===== src/design/timer_table_dispatcher_assert.svh =====
// Assertion macros shared by the timer table dispatcher modules.
// Depends on nothing; included by the modules that check themselves.
`ifndef TIMER_TABLE_DISPATCHER_ASSERT_SVH
`define TIMER_TABLE_DISPATCHER_ASSERT_SVH

// Property checked on every clock edge outside reset.
`define TTD_ASSERT(label, clk, rst_n, prop, msg) \
  label: assert property (@(posedge clk) disable iff (!rst_n) (prop)) else $error(msg);

// Signal must hold its value on the next edge when the condition is true.
`define TTD_ASSERT_STABLE(label, clk, rst_n, cond, sig, msg) \
  label: assert property (@(posedge clk) disable iff (!rst_n) (cond) |=> $stable(sig)) \
    else $error(msg);

`endif


===== src/design/ttd_pkg.sv =====
// Package for the timer table dispatcher: types, codes and constants.
// Used by ttd_front, ttd_back and timer_table_dispatcher.
package ttd_pkg;

  localparam int unsigned NumSlotsDefault = 16;
  localparam int unsigned IdWidth = 4;
  localparam int unsigned TimeWidth = 32;
  localparam logic [TimeWidth-1:0] TimeMax = '1;

  typedef enum logic [1:0] {
    FuncAdd      = 2'd0,
    FuncDelete   = 2'd1,
    FuncDispatch = 2'd2,
    FuncQuery    = 2'd3
  } func_e;

  typedef struct packed {
    func_e                func;
    logic [IdWidth-1:0]   slot_id;
    logic [TimeWidth-1:0] period;
    logic                 repeat_req;
    logic [TimeWidth-1:0] now;
    logic                 id_ok;
  } cmd_t;

  typedef enum logic [2:0] {
    BackIdle,
    BackScan,
    BackFire,
    BackWait,
    BackOut
  } back_state_e;

  function automatic logic [TimeWidth-1:0] sat_add(logic [TimeWidth-1:0] a,
                                                   logic [TimeWidth-1:0] b);
    logic [TimeWidth:0] s;
    s = {1'b0, a} + {1'b0, b};
    return s[TimeWidth] ? TimeMax : s[TimeWidth-1:0];
  endfunction

endpackage


===== src/design/ttd_front.sv =====
// Front end: accepts transactions, normalizes period, classifies the slot id
// and pushes a command into a two-entry queue. Depends on ttd_pkg.
module ttd_front #(
  parameter int unsigned NumSlots = ttd_pkg::NumSlotsDefault
) (
  input  logic                           clk_i,
  input  logic                           rst_ni,
  input  logic                           in_valid,
  output logic                           in_ready,
  input  logic [1:0]                     func_i,
  input  logic [ttd_pkg::IdWidth-1:0]    slot_id_i,
  input  logic [ttd_pkg::TimeWidth-1:0]  period_i,
  input  logic                           repeat_req_i,
  input  logic [ttd_pkg::TimeWidth-1:0]  now_i,
  output logic                           cmd_valid_o,
  input  logic                           cmd_ready_i,
  output ttd_pkg::cmd_t                  cmd_o
);
  `include "timer_table_dispatcher_assert.svh"

  ttd_pkg::cmd_t mem_q [2];
  logic          wr_ptr_q, rd_ptr_q;
  logic [1:0]    cnt_q;
  ttd_pkg::cmd_t cmd_in;
  logic          push, pop;

  always_comb begin
    cmd_in.func       = ttd_pkg::func_e'(func_i);
    cmd_in.slot_id    = slot_id_i;
    cmd_in.period     = (period_i == '0) ? ttd_pkg::TimeWidth'(1) : period_i;
    cmd_in.repeat_req = repeat_req_i;
    cmd_in.now        = now_i;
    cmd_in.id_ok      = (32'(slot_id_i) < 32'(NumSlots));
  end

  assign in_ready    = (cnt_q != 2'd2);
  assign push        = in_valid && in_ready;
  assign cmd_valid_o = (cnt_q != 2'd0);
  assign pop         = cmd_valid_o && cmd_ready_i;
  assign cmd_o       = mem_q[rd_ptr_q];

  always_ff @(posedge clk_i) begin
    if (push) begin
      mem_q[wr_ptr_q] <= cmd_in;
    end
  end

  always_ff @(posedge clk_i or negedge rst_ni) begin
    if (!rst_ni) begin
      wr_ptr_q <= 1'b0;
      rd_ptr_q <= 1'b0;
      cnt_q    <= 2'd0;
    end else begin
      if (push) wr_ptr_q <= ~wr_ptr_q;
      if (pop)  rd_ptr_q <= ~rd_ptr_q;
      cnt_q <= cnt_q + {1'b0, push} - {1'b0, pop};
    end
  end

  `TTD_ASSERT(a_cnt_range, clk_i, rst_ni, cnt_q != 2'd3, "queue count overflow")
  `TTD_ASSERT(a_ptr_cnt, clk_i, rst_ni, (cnt_q == 2'd1) == (wr_ptr_q != rd_ptr_q), "queue pointers disagree with count")
  `TTD_ASSERT(a_full_block, clk_i, rst_ni, (cnt_q == 2'd2) |-> !in_ready, "ready while queue full")
endmodule


===== src/design/ttd_back.sv =====
// Back end: holds the slot table and executes commands, scanning the table
// one slot per cycle for dispatch and query. Depends on ttd_pkg.
module ttd_back #(
  parameter int unsigned NumSlots = ttd_pkg::NumSlotsDefault
) (
  input  logic                           clk_i,
  input  logic                           rst_ni,
  input  logic                           cmd_valid_i,
  output logic                           cmd_ready_o,
  input  ttd_pkg::cmd_t                  cmd_i,
  output logic                           out_valid,
  input  logic                           out_ready,
  output logic                           fired_o,
  output logic [ttd_pkg::IdWidth-1:0]    fired_id_o,
  output logic                           status_o,
  output logic signed [ttd_pkg::TimeWidth-1:0] wait_res_o,
  output logic                           last_o
);
  `include "timer_table_dispatcher_assert.svh"

  localparam int unsigned IdxW = (NumSlots > 1) ? $clog2(NumSlots) : 1;
  localparam int unsigned TW = ttd_pkg::TimeWidth;

  logic [NumSlots-1:0] valid_q, repeat_q, done_q;
  logic [TW-1:0]       expiry_q [NumSlots];
  logic [TW-1:0]       period_q [NumSlots];

  ttd_pkg::back_state_e state_q, state_d;
  ttd_pkg::cmd_t        cmd_q;
  logic [IdxW-1:0]      idx_q;
  logic                 found_q;
  logic                 fin_q;
  logic [IdxW-1:0]      pick_q;
  logic [TW-1:0]        best_q;

  logic                 ov_q;
  logic                 o_fired_q, o_status_q, o_last_q;
  logic [ttd_pkg::IdWidth-1:0] o_id_q;
  logic [TW-1:0]        o_wait_q;

  logic          take, cand, better, scan_end, out_free, dispatch, due_mode;
  logic [TW-1:0] exp_cur, per_cur, diff, wait_val;
  logic [IdxW-1:0] sid;

  assign sid      = IdxW'(cmd_q.slot_id);
  assign out_free = !ov_q || out_ready;
  assign dispatch = (cmd_q.func == ttd_pkg::FuncDispatch);
  // Dispatch looks for due slots first, then rescans all armed slots for the wait.
  assign due_mode = dispatch && !fin_q;
  assign exp_cur  = expiry_q[idx_q];
  assign per_cur  = period_q[pick_q];
  assign cand     = valid_q[idx_q] &&
                    (!due_mode || (!done_q[idx_q] && exp_cur <= cmd_q.now));
  assign better   = cand && (!found_q || exp_cur < best_q);
  assign scan_end = (idx_q == IdxW'(NumSlots - 1));
  assign diff     = best_q - cmd_q.now;
  assign take     = (state_q == ttd_pkg::BackIdle) && cmd_valid_i;
  assign cmd_ready_o = (state_q == ttd_pkg::BackIdle);

  always_comb begin
    if (!found_q)                 wait_val = '1;
    else if (best_q <= cmd_q.now) wait_val = '0;
    else if (diff[TW-1])          wait_val = {1'b0, {(TW-1){1'b1}}};
    else                          wait_val = diff;
  end

  always_comb begin
    state_d = state_q;
    unique case (state_q)
      ttd_pkg::BackIdle: if (cmd_valid_i) begin
        state_d = (cmd_i.func == ttd_pkg::FuncDispatch || cmd_i.func == ttd_pkg::FuncQuery)
                  ? ttd_pkg::BackScan : ttd_pkg::BackOut;
      end
      ttd_pkg::BackScan: if (scan_end) begin
        if (due_mode) begin
          state_d = (found_q || better) ? ttd_pkg::BackFire : ttd_pkg::BackScan;
        end else begin
          state_d = ttd_pkg::BackWait;
        end
      end
      ttd_pkg::BackFire: if (out_free) state_d = ttd_pkg::BackScan;
      ttd_pkg::BackWait: state_d = ttd_pkg::BackOut;
      ttd_pkg::BackOut:  if (out_free) state_d = ttd_pkg::BackIdle;
      default: state_d = ttd_pkg::BackIdle;
    endcase
  end

  // Table and scan registers.
  always_ff @(posedge clk_i) begin
    if (take) cmd_q <= cmd_i;
    if (state_q == ttd_pkg::BackOut && cmd_q.func == ttd_pkg::FuncAdd && cmd_q.id_ok) begin
      expiry_q[sid] <= ttd_pkg::sat_add(cmd_q.now, cmd_q.period);
      period_q[sid] <= cmd_q.period;
    end
    if (state_q == ttd_pkg::BackFire && out_free && repeat_q[pick_q]) begin
      expiry_q[pick_q] <= ttd_pkg::sat_add(cmd_q.now, per_cur);
    end
    if (state_q == ttd_pkg::BackScan && better) begin
      pick_q <= idx_q;
      best_q <= exp_cur;
    end
  end

  always_ff @(posedge clk_i or negedge rst_ni) begin
    if (!rst_ni) begin
      state_q  <= ttd_pkg::BackIdle;
      valid_q  <= '0;
      repeat_q <= '0;
      done_q   <= '0;
      idx_q    <= '0;
      found_q  <= 1'b0;
      fin_q    <= 1'b0;
    end else begin
      state_q <= state_d;
      if (take) begin
        done_q  <= '0;
        idx_q   <= '0;
        found_q <= 1'b0;
        fin_q   <= 1'b0;
      end
      if (state_q == ttd_pkg::BackScan) begin
        if (better) found_q <= 1'b1;
        if (!scan_end) begin
          idx_q <= idx_q + 1'b1;
        end else if (due_mode && !found_q && !better) begin
          // Nothing left to fire: rescan for the wait to the next expiry.
          fin_q <= 1'b1;
          idx_q <= '0;
        end
      end
      if (state_q == ttd_pkg::BackFire && out_free) begin
        done_q[pick_q] <= 1'b1;
        if (!repeat_q[pick_q]) valid_q[pick_q] <= 1'b0;
        idx_q   <= '0;
        found_q <= 1'b0;
      end
      if (state_q == ttd_pkg::BackOut && out_free && cmd_q.id_ok) begin
        case (cmd_q.func)
          ttd_pkg::FuncAdd: begin
            valid_q[sid]  <= 1'b1;
            repeat_q[sid] <= cmd_q.repeat_req;
          end
          ttd_pkg::FuncDelete: begin
            valid_q[sid]  <= 1'b0;
            repeat_q[sid] <= 1'b0;
          end
          default: ;
        endcase
      end
    end
  end

  // Output register, held until out_ready accepts the result.
  always_ff @(posedge clk_i or negedge rst_ni) begin
    if (!rst_ni) begin
      ov_q <= 1'b0;
    end else begin
      if (out_ready) ov_q <= 1'b0;
      if (out_free && (state_q == ttd_pkg::BackFire || state_q == ttd_pkg::BackOut)) begin
        ov_q <= 1'b1;
      end
    end
  end

  always_ff @(posedge clk_i) begin
    if (out_free && state_q == ttd_pkg::BackFire) begin
      o_fired_q  <= 1'b1;
      o_id_q     <= ttd_pkg::IdWidth'(pick_q);
      o_status_q <= 1'b0;
      o_last_q   <= 1'b0;
    end else if (out_free && state_q == ttd_pkg::BackOut) begin
      o_fired_q  <= 1'b0;
      o_id_q     <= '0;
      o_status_q <= (cmd_q.func == ttd_pkg::FuncDelete) && !(cmd_q.id_ok && valid_q[sid]);
      o_last_q   <= 1'b1;
      if (cmd_q.func == ttd_pkg::FuncAdd || cmd_q.func == ttd_pkg::FuncDelete) o_wait_q <= '0;
      else o_wait_q <= wait_val;
    end
  end

  assign out_valid  = ov_q;
  assign fired_o    = o_fired_q;
  assign fired_id_o = o_id_q;
  assign status_o   = o_status_q;
  assign wait_res_o = o_fired_q ? '0 : o_wait_q;
  assign last_o     = o_last_q;

  `TTD_ASSERT(a_fire_found, clk_i, rst_ni, (state_q == ttd_pkg::BackFire) |-> found_q && valid_q[pick_q], "fire without a valid pick")
  `TTD_ASSERT(a_fired_not_last, clk_i, rst_ni, ov_q |-> !(o_fired_q && o_last_q), "fired result marked last")
  `TTD_ASSERT_STABLE(a_out_hold, clk_i, rst_ni, ov_q && !out_ready, o_id_q, "result changed while stalled")
endmodule


===== src/design/timer_table_dispatcher.sv =====
// Timer table dispatcher top level: front queue plus table back end.
// Add/delete give one result each; query gives one after scanning the table one slot per cycle.
// Dispatch gives one result per fired timer and then a last result; output stalls hold it back.
// One command is worked at a time; the front queue holds two more.
// rst_ni asynchronously clears all valid and repeat marks and empties the queue.
module timer_table_dispatcher #(
  parameter int unsigned NumSlots = ttd_pkg::NumSlotsDefault
) (
  input  logic                          clk_i,
  input  logic                          rst_ni,
  input  logic                          in_valid,
  output logic                          in_ready,
  input  logic [1:0]                    func_i,
  input  logic [ttd_pkg::IdWidth-1:0]   slot_id_i,
  input  logic [ttd_pkg::TimeWidth-1:0] period_i,
  input  logic                          repeat_req_i,
  input  logic [ttd_pkg::TimeWidth-1:0] now_i,
  output logic                          out_valid,
  input  logic                          out_ready,
  output logic                          fired_o,
  output logic [ttd_pkg::IdWidth-1:0]   fired_id_o,
  output logic                          status_o,
  output logic signed [ttd_pkg::TimeWidth-1:0] wait_res_o,
  output logic                          last_o
);
  logic          cmd_valid, cmd_ready;
  ttd_pkg::cmd_t cmd;

  ttd_front #(.NumSlots(NumSlots)) u_front (
    .clk_i, .rst_ni, .in_valid, .in_ready, .func_i, .slot_id_i, .period_i,
    .repeat_req_i, .now_i, .cmd_valid_o(cmd_valid), .cmd_ready_i(cmd_ready),
    .cmd_o(cmd)
  );

  ttd_back #(.NumSlots(NumSlots)) u_back (
    .clk_i, .rst_ni, .cmd_valid_i(cmd_valid), .cmd_ready_o(cmd_ready),
    .cmd_i(cmd), .out_valid, .out_ready, .fired_o, .fired_id_o, .status_o,
    .wait_res_o, .last_o
  );
endmodule


===== config.mk =====
export PLATFORM = sky130hd
export DESIGN_NAME = timer_table_dispatcher
export DESIGN_NICKNAME = d
export VERILOG_FILES = /design/src/design/ttd_pkg.sv /design/src/design/ttd_front.sv /design/src/design/ttd_back.sv /design/src/design/timer_table_dispatcher.sv
export VERILOG_INCLUDE_DIRS = /design/src /design/src/design
export SDC_FILE = /design/constraint.sdc
export NUM_CORES = 2
export LEC_CHECK = 0
export BUFFER_PORTS_ARGS = -buffer_cell sky130_fd_sc_hd__buf_2
export CAP_MARGIN = 20
export CORE_ASPECT_RATIO = 0.8
export CORE_MARGIN = 2
export CORE_UTILIZATION = 44
export CTS_BUF_LIST = sky130_fd_sc_hd__clkbuf_16
export DETAILED_ROUTE_END_ITERATION = 10
export GPL_ROUTABILITY_DRIVEN = 0
export GPL_TIMING_DRIVEN = 0
export PLACE_DENSITY = 0.67
export SYNTH_ARGS = -nofsm -noshare
export SYNTH_HDL_FRONTEND = slang
export SYNTH_SLANG_ARGS = --single-unit

===== constraint.sdc =====
create_clock -name clk_i -period 6.95 [get_ports clk_i]
set_clock_uncertainty 0.15 [all_clocks]
set_input_delay 0.695 -clock clk_i [delete_from_list [all_inputs] [get_ports clk_i]]
set_output_delay 0.695 -clock clk_i [all_outputs]
set_load 0.02 [all_outputs]

# After elaboration in Yosys (flattened, before gate mapping)
# Memory sizes are Yosys's and may differ from the RTL's. A register that Yosys moved wholly into a read port is not among the register bits.
# Index checks and enable logic that the tools add are counted.
# totals
ramBits,1166
out_inout_bits,41
mem_count,3
register_bits,209
# op_classes
n_lt_le_gt_ge,8
n_mux,62
bitwise_logic,10
eq_ne,14
n_reduce_logical,45
n_addsub,6
# mem_list
name,words,word_bits,read_ports,rd_ports_with_merged_regs,wr,line,rtl
u_back.expiry_q,16,32,1,0,1,ttd_back.sv:25,logic [TW-1:0] expiry_q [NumSlots];
u_back.period_q,16,32,1,1,1,ttd_back.sv:26,logic [TW-1:0] period_q [NumSlots];
u_front.mem_q,2,71,1,0,1,ttd_front.sv:21,ttd_pkg::cmd_t mem_q [2];
# ops
cell,count
$mux 32,7
$mux 16,5
$add 32x32->33,2
$le 32x32->1,2
$pmux 16 s2,2
$and 16x16->16,3
$mux 4,9
$logic_not 32->1,1
$lt 32x32->1,1
$not 16->16,2
$or 16x16->16,2
$reduce_or 32->1,1
$sub 32x32->32,1
$mux 31,1
$mux 1,23
$logic_and 1x1->1,20
$mux 3,6
$bmux 1 s4,4
$bwmux 16,1
$lt 4x5->1 const B,3
$pmux 3 s5,1
$demux 1 s4,2
$ge 4x1->1 const B,2
$ne 2x1->1 const B,4
19 further kinds,40

# Longest topological paths before layout
# logic_depth
ltp_word,13
depth_mapped,17

# By module
# From an unflattened synthesis, not the netlist that was laid out.
# hier_totals
hier_cells,3221
area_unflattened_um2,59015.4
# modules_own_cells
module,seq_area_each_um2,area_each_um2,cells_per_inst,n_inst
ttd_back,36665.2,53448.8,2934,1
ttd_front,4364.2,5566.6,287,1

# Worst setup path after synthesis
# No wires, ideal clock.
# synth_timing
kind,register to register
from,reg u_back.idx_q[0]
to,reg with a tool-made name
setup_ns,0.121
stages_incl_launch_ff,16
arrival_ns,5.420
path_slack_ns,1.259
synth_period_minus_slack_ns,5.691
path_buffers,4
cell_sequence,dfrtp_1 -> buf_6 -> buf_8 -> buf_2 -> buf_1 -> mux4_2 -> mux4_2 -> ha_1 -> a21o_1 -> a21o_1 -> a21oi_1 -> nor3_1 -> o31ai_1 -> o221ai_2 -> a211oi_4 -> mux2_2
# synth_lines
element,line,rtl
"start, declared",ttd_back.sv:30,logic [IdxW-1:0] idx_q;
"start signal, assigned",ttd_back.sv:124,idx_q <= idx_q + 1'b1;

==> results_dict.tcl <==
set metrics [dict create \
    dr.first_iter.drc_count 4379 \
    hold_class "input pin to flop" \
    yosysTopAreaCell "edfxtp_1" \
    synth_flop_cell "edfxtp_1" \
    syn_area_mm2 0.0587 \
    synth_compound_gate_area_share_pct 5.28 \
    antenna_found_initial 9 \
    async_flop_share_pct 4.50 \
    critPathLaunchType "flop" \
    diodes 0 \
    routed_wl_mm 151 \
    routed_via_density 5.95 \
    multi_input_area_mm2 0.0172 \
    io_buffers 115 \
    root_buffer "clkbuf_16" \
    grt_pass1_vias 31405 \
    path_clk_slew_ps 60 \
    yosysSeqAreaShare_pct 69.8 \
    period_needed_ps 6770 \
    ant_nets 0 \
    vias 32224 \
    syn-num-nets 3418 \
    die_h_um 331 \
    post-place-ws_ps -478 \
    synth_common_cells "edfxtp_1 (1309), mux4_2 (331), ha_1 (162)" \
    synthAdderAreaFrac_pct 3.55 \
    rows 119 \
    holdPathStages 1 \
    setup_viol 0 \
    cts.path.max_buffers 3 \
    core_mm2 0.132 \
    nNetsFinal 3796 \
    cts_sinks 1378 \
    io_pins 116 \
    ys_ff_latch 1378 \
    slew_headroom_pct 24.0 \
    worstMarginPinSlew_ps 1140 \
    initial_core_util_pct 44.5 \
    finalHoldViolCount 0 \
    synth_area_leaders "edfxtp_1 (67%), mux4_2 (13%), ha_1 (3.5%)" \
    total_power_mw 33.0 \
    synthMuxAreaShare_pct 14.8 \
    fin_ws_ps 176 \
    fin_crit_sh_pct 97.5 \
    grt_remaining_overflow 0 \
    required_ps 7290 \
    clkLatencyLatePin_ps 770 \
    stdcell_area_mm2 0.0684 \
    post-route-util_pct 51.8 \
    whs_ps 75.3 \
    cap_violations 0 \
    drt_pre_antenna_iters 5 \
    drc 0 \
    fmax_mhz 148 \
    p_leak_nw 23.0 \
    syn_avg_cell_area_um2 18.5 \
    end_kind "flop" \
    fill_cells 10331 \
    dpl.hpwl_mm 106 \
    critical_path_class "flop to flop" \
    synth-edff-count 1309 \
    arrival_ps 7110 \
    synth_top_cell_area_share_pct 66.9 \
    synth.most_common_cell "edfxtp_1" \
    grt_pass1_wl_mm 219 \
    ir_drop_mv 0.340 \
    grt_max_degree 63 \
    synthDistinctLibCells 87 \
    worstRegToRegCells 15 \
    crit_fanout 12 \
    synthXorXnorAreaFrac_pct 1.27 \
    drv_slew 0 \
    seqCellArea_mm2 0.0410 \
    synth_cells 3178 \
    wl_per_cell_um 27.9 \
    status "completed" \
    yosys.area_share.simple_pct 3.55 \
    dpl-instance-area_mm2 0.0632 \
    cts_htree_levels 4 \
    cts_made_buffers 136 \
    grt_setup_unrepaired "no" \
    groute.usage.overall_pct 22.3 \
    ys_warn_count 0 \
    die_area_mm2 0.136 \
    drive_above_1_share_pct 25.5 \
    power_density_mw_per_mm2 483 \
    syn_to_final_growth_pct 16.4 \
    dieWidth_um 412 \
    cts_tree "done" \
    synth_top_family_by_area "multiplexers" \
]
==> placed cells by master (no fill, tap or decap), drive strengths merged, types with 6 or more instances in the layout <==
master         Yosys  routed
dlygate4sd3        0      39
nand3             29      29
nor2              87      87
mux2              92      92
a21oi            127     127
nor4              15      15
nor3              22      22
dfxtp              7       7
and3              12      12
o22ai             18      18
dfrtp             62      62
inv               88     125
bufinv             0      11
edfxtp          1309    1309
clkdlybuf4s15      0      10
xor2              44      44
mux4             337     337
clkinvlp           0       8
o21ai             92      92
nand2             91      91
or2               14      14
o21a              15      15
and2               8       8
and4               6       6
o211ai            27      27
xnor2             41      41
buf               47     236
ha               162     162
clkinv             0      48
nand4             28      28
a22oi             29      29
a21o              61      61
a31oi             12      12
a211oi            23      23
nor2b             49      49
clkbuf           108     254
o21bai             8       8
o31ai              8       8
nand2b            24      24
==> state kept, by name (all words and copies together) (netlist names), 2 cells and up, named ones only <==
register and cells:
u_back.expiry_q 512, u_back.period_q 512, u_front.mem_q 142, u_back.cmd_q 67, u_back.best_q 32, u_back.o_wait_q 32, u_back.done_q 16, u_back.repeat_q 16
u_back.valid_q 16, u_back.fired_id_o 4, u_back.idx_q 4, u_back.pick_q 4, u_back.sid 4, u_back.state_q 3, u_front.cnt_q 2
==> what timing repair did <==
action,CTS,global route
setup buffers,0,4
hold buffers,39,0
pin swaps,0,1
resized for setup,29,12
endpoints found under the hold margin,138,0
setup endpoints to repair,390,375
==> stage by stage <==
step	setup TNS, ps	std cells
5_1_grt	0	5420
6_report	0	5420
3_3_place_gp	-213310	5047
4_1_cts	-6520	5399
2_1_floorplan	0	3178
3_5_place_dp	-100280	5113
==> critical path: stages, from the launching register on <==
cell and delay (ps):
dfxtp_1 390, clkbuf_1 560, clkbuf_1 770, mux4_2 400, mux4_2 520, ha_1 400
a2111o_1 490, o211a_1 250, a31oi_1 440, o211a_1 360, a31oi_2 200, a311oi_2 340
buf_2 320, buf_2 330, a22oi_1 280, buf_4 260
==> power by group <==
part | switching (mW) | leakage, nW | internal [mW]
registers | 0.921 | 12.7 | 12.4
clock network | 3.12 | 2.27 | 4.17
logic | 7.92 | 8.01 | 4.49
==> layer usage <==
metal | track usage, % | vias to the layer above | routed length, um
li1 | - | 13749 | -
met1 | 35.2 | 16614 | 69100
met2 | 31.1 | 1662 | 64000
met3 | 5.68 | 193 | 15400
met4 | 4.64 | 6 | 2560
met5 | 0 | - | 31
==> cells by family (layout without fill, tap and decap cells) <==
group                    after synthesis  in the layout
flip-flops                          1378           1378
AO/OA/AOI/OAI                        468            468
multiplexers                         434            434
AND/OR/NAND/NOR                      405            405
buffers and inverters                243            731
adder cells (fa/ha/maj)              165            165
XOR/XNOR                              85             85
==> final timing paths <==
check	slack, ps	from	end
hold reg to reg	300	u_back.idx_q[3]$_DFF_PN0_	u_back.pick_q[3]$_DFFE_PP_
setup reg to reg	180	flop	u_back.expiry_q[4][14]$_DFFE_PP_
max in group asynchronous	5680	rst_ni	u_back.done_q[8]$_DFF_PN0_
hold / removal	80	now_i[0]	u_front.mem_q[0][0]$_DFFE_PP_
min in group asynchronous	410	rst_ni	u_back.out_valid$_DFFE_PN0P_
setup / recovery	180	flop	u_back.expiry_q[4][14]$_DFFE_PP_
==> cell type report <==
cell class	instances	area share, %
buffer	154	1.09
clock inverter	104	1.21
timing repair buffer	241	3.65
multi-input combinational	1557	25.1
inverter	88	0.487
tap	1754	3.21
sequential	1378	60.0
clock buffer	144	5.27
(Power assumes the default switching activity.)
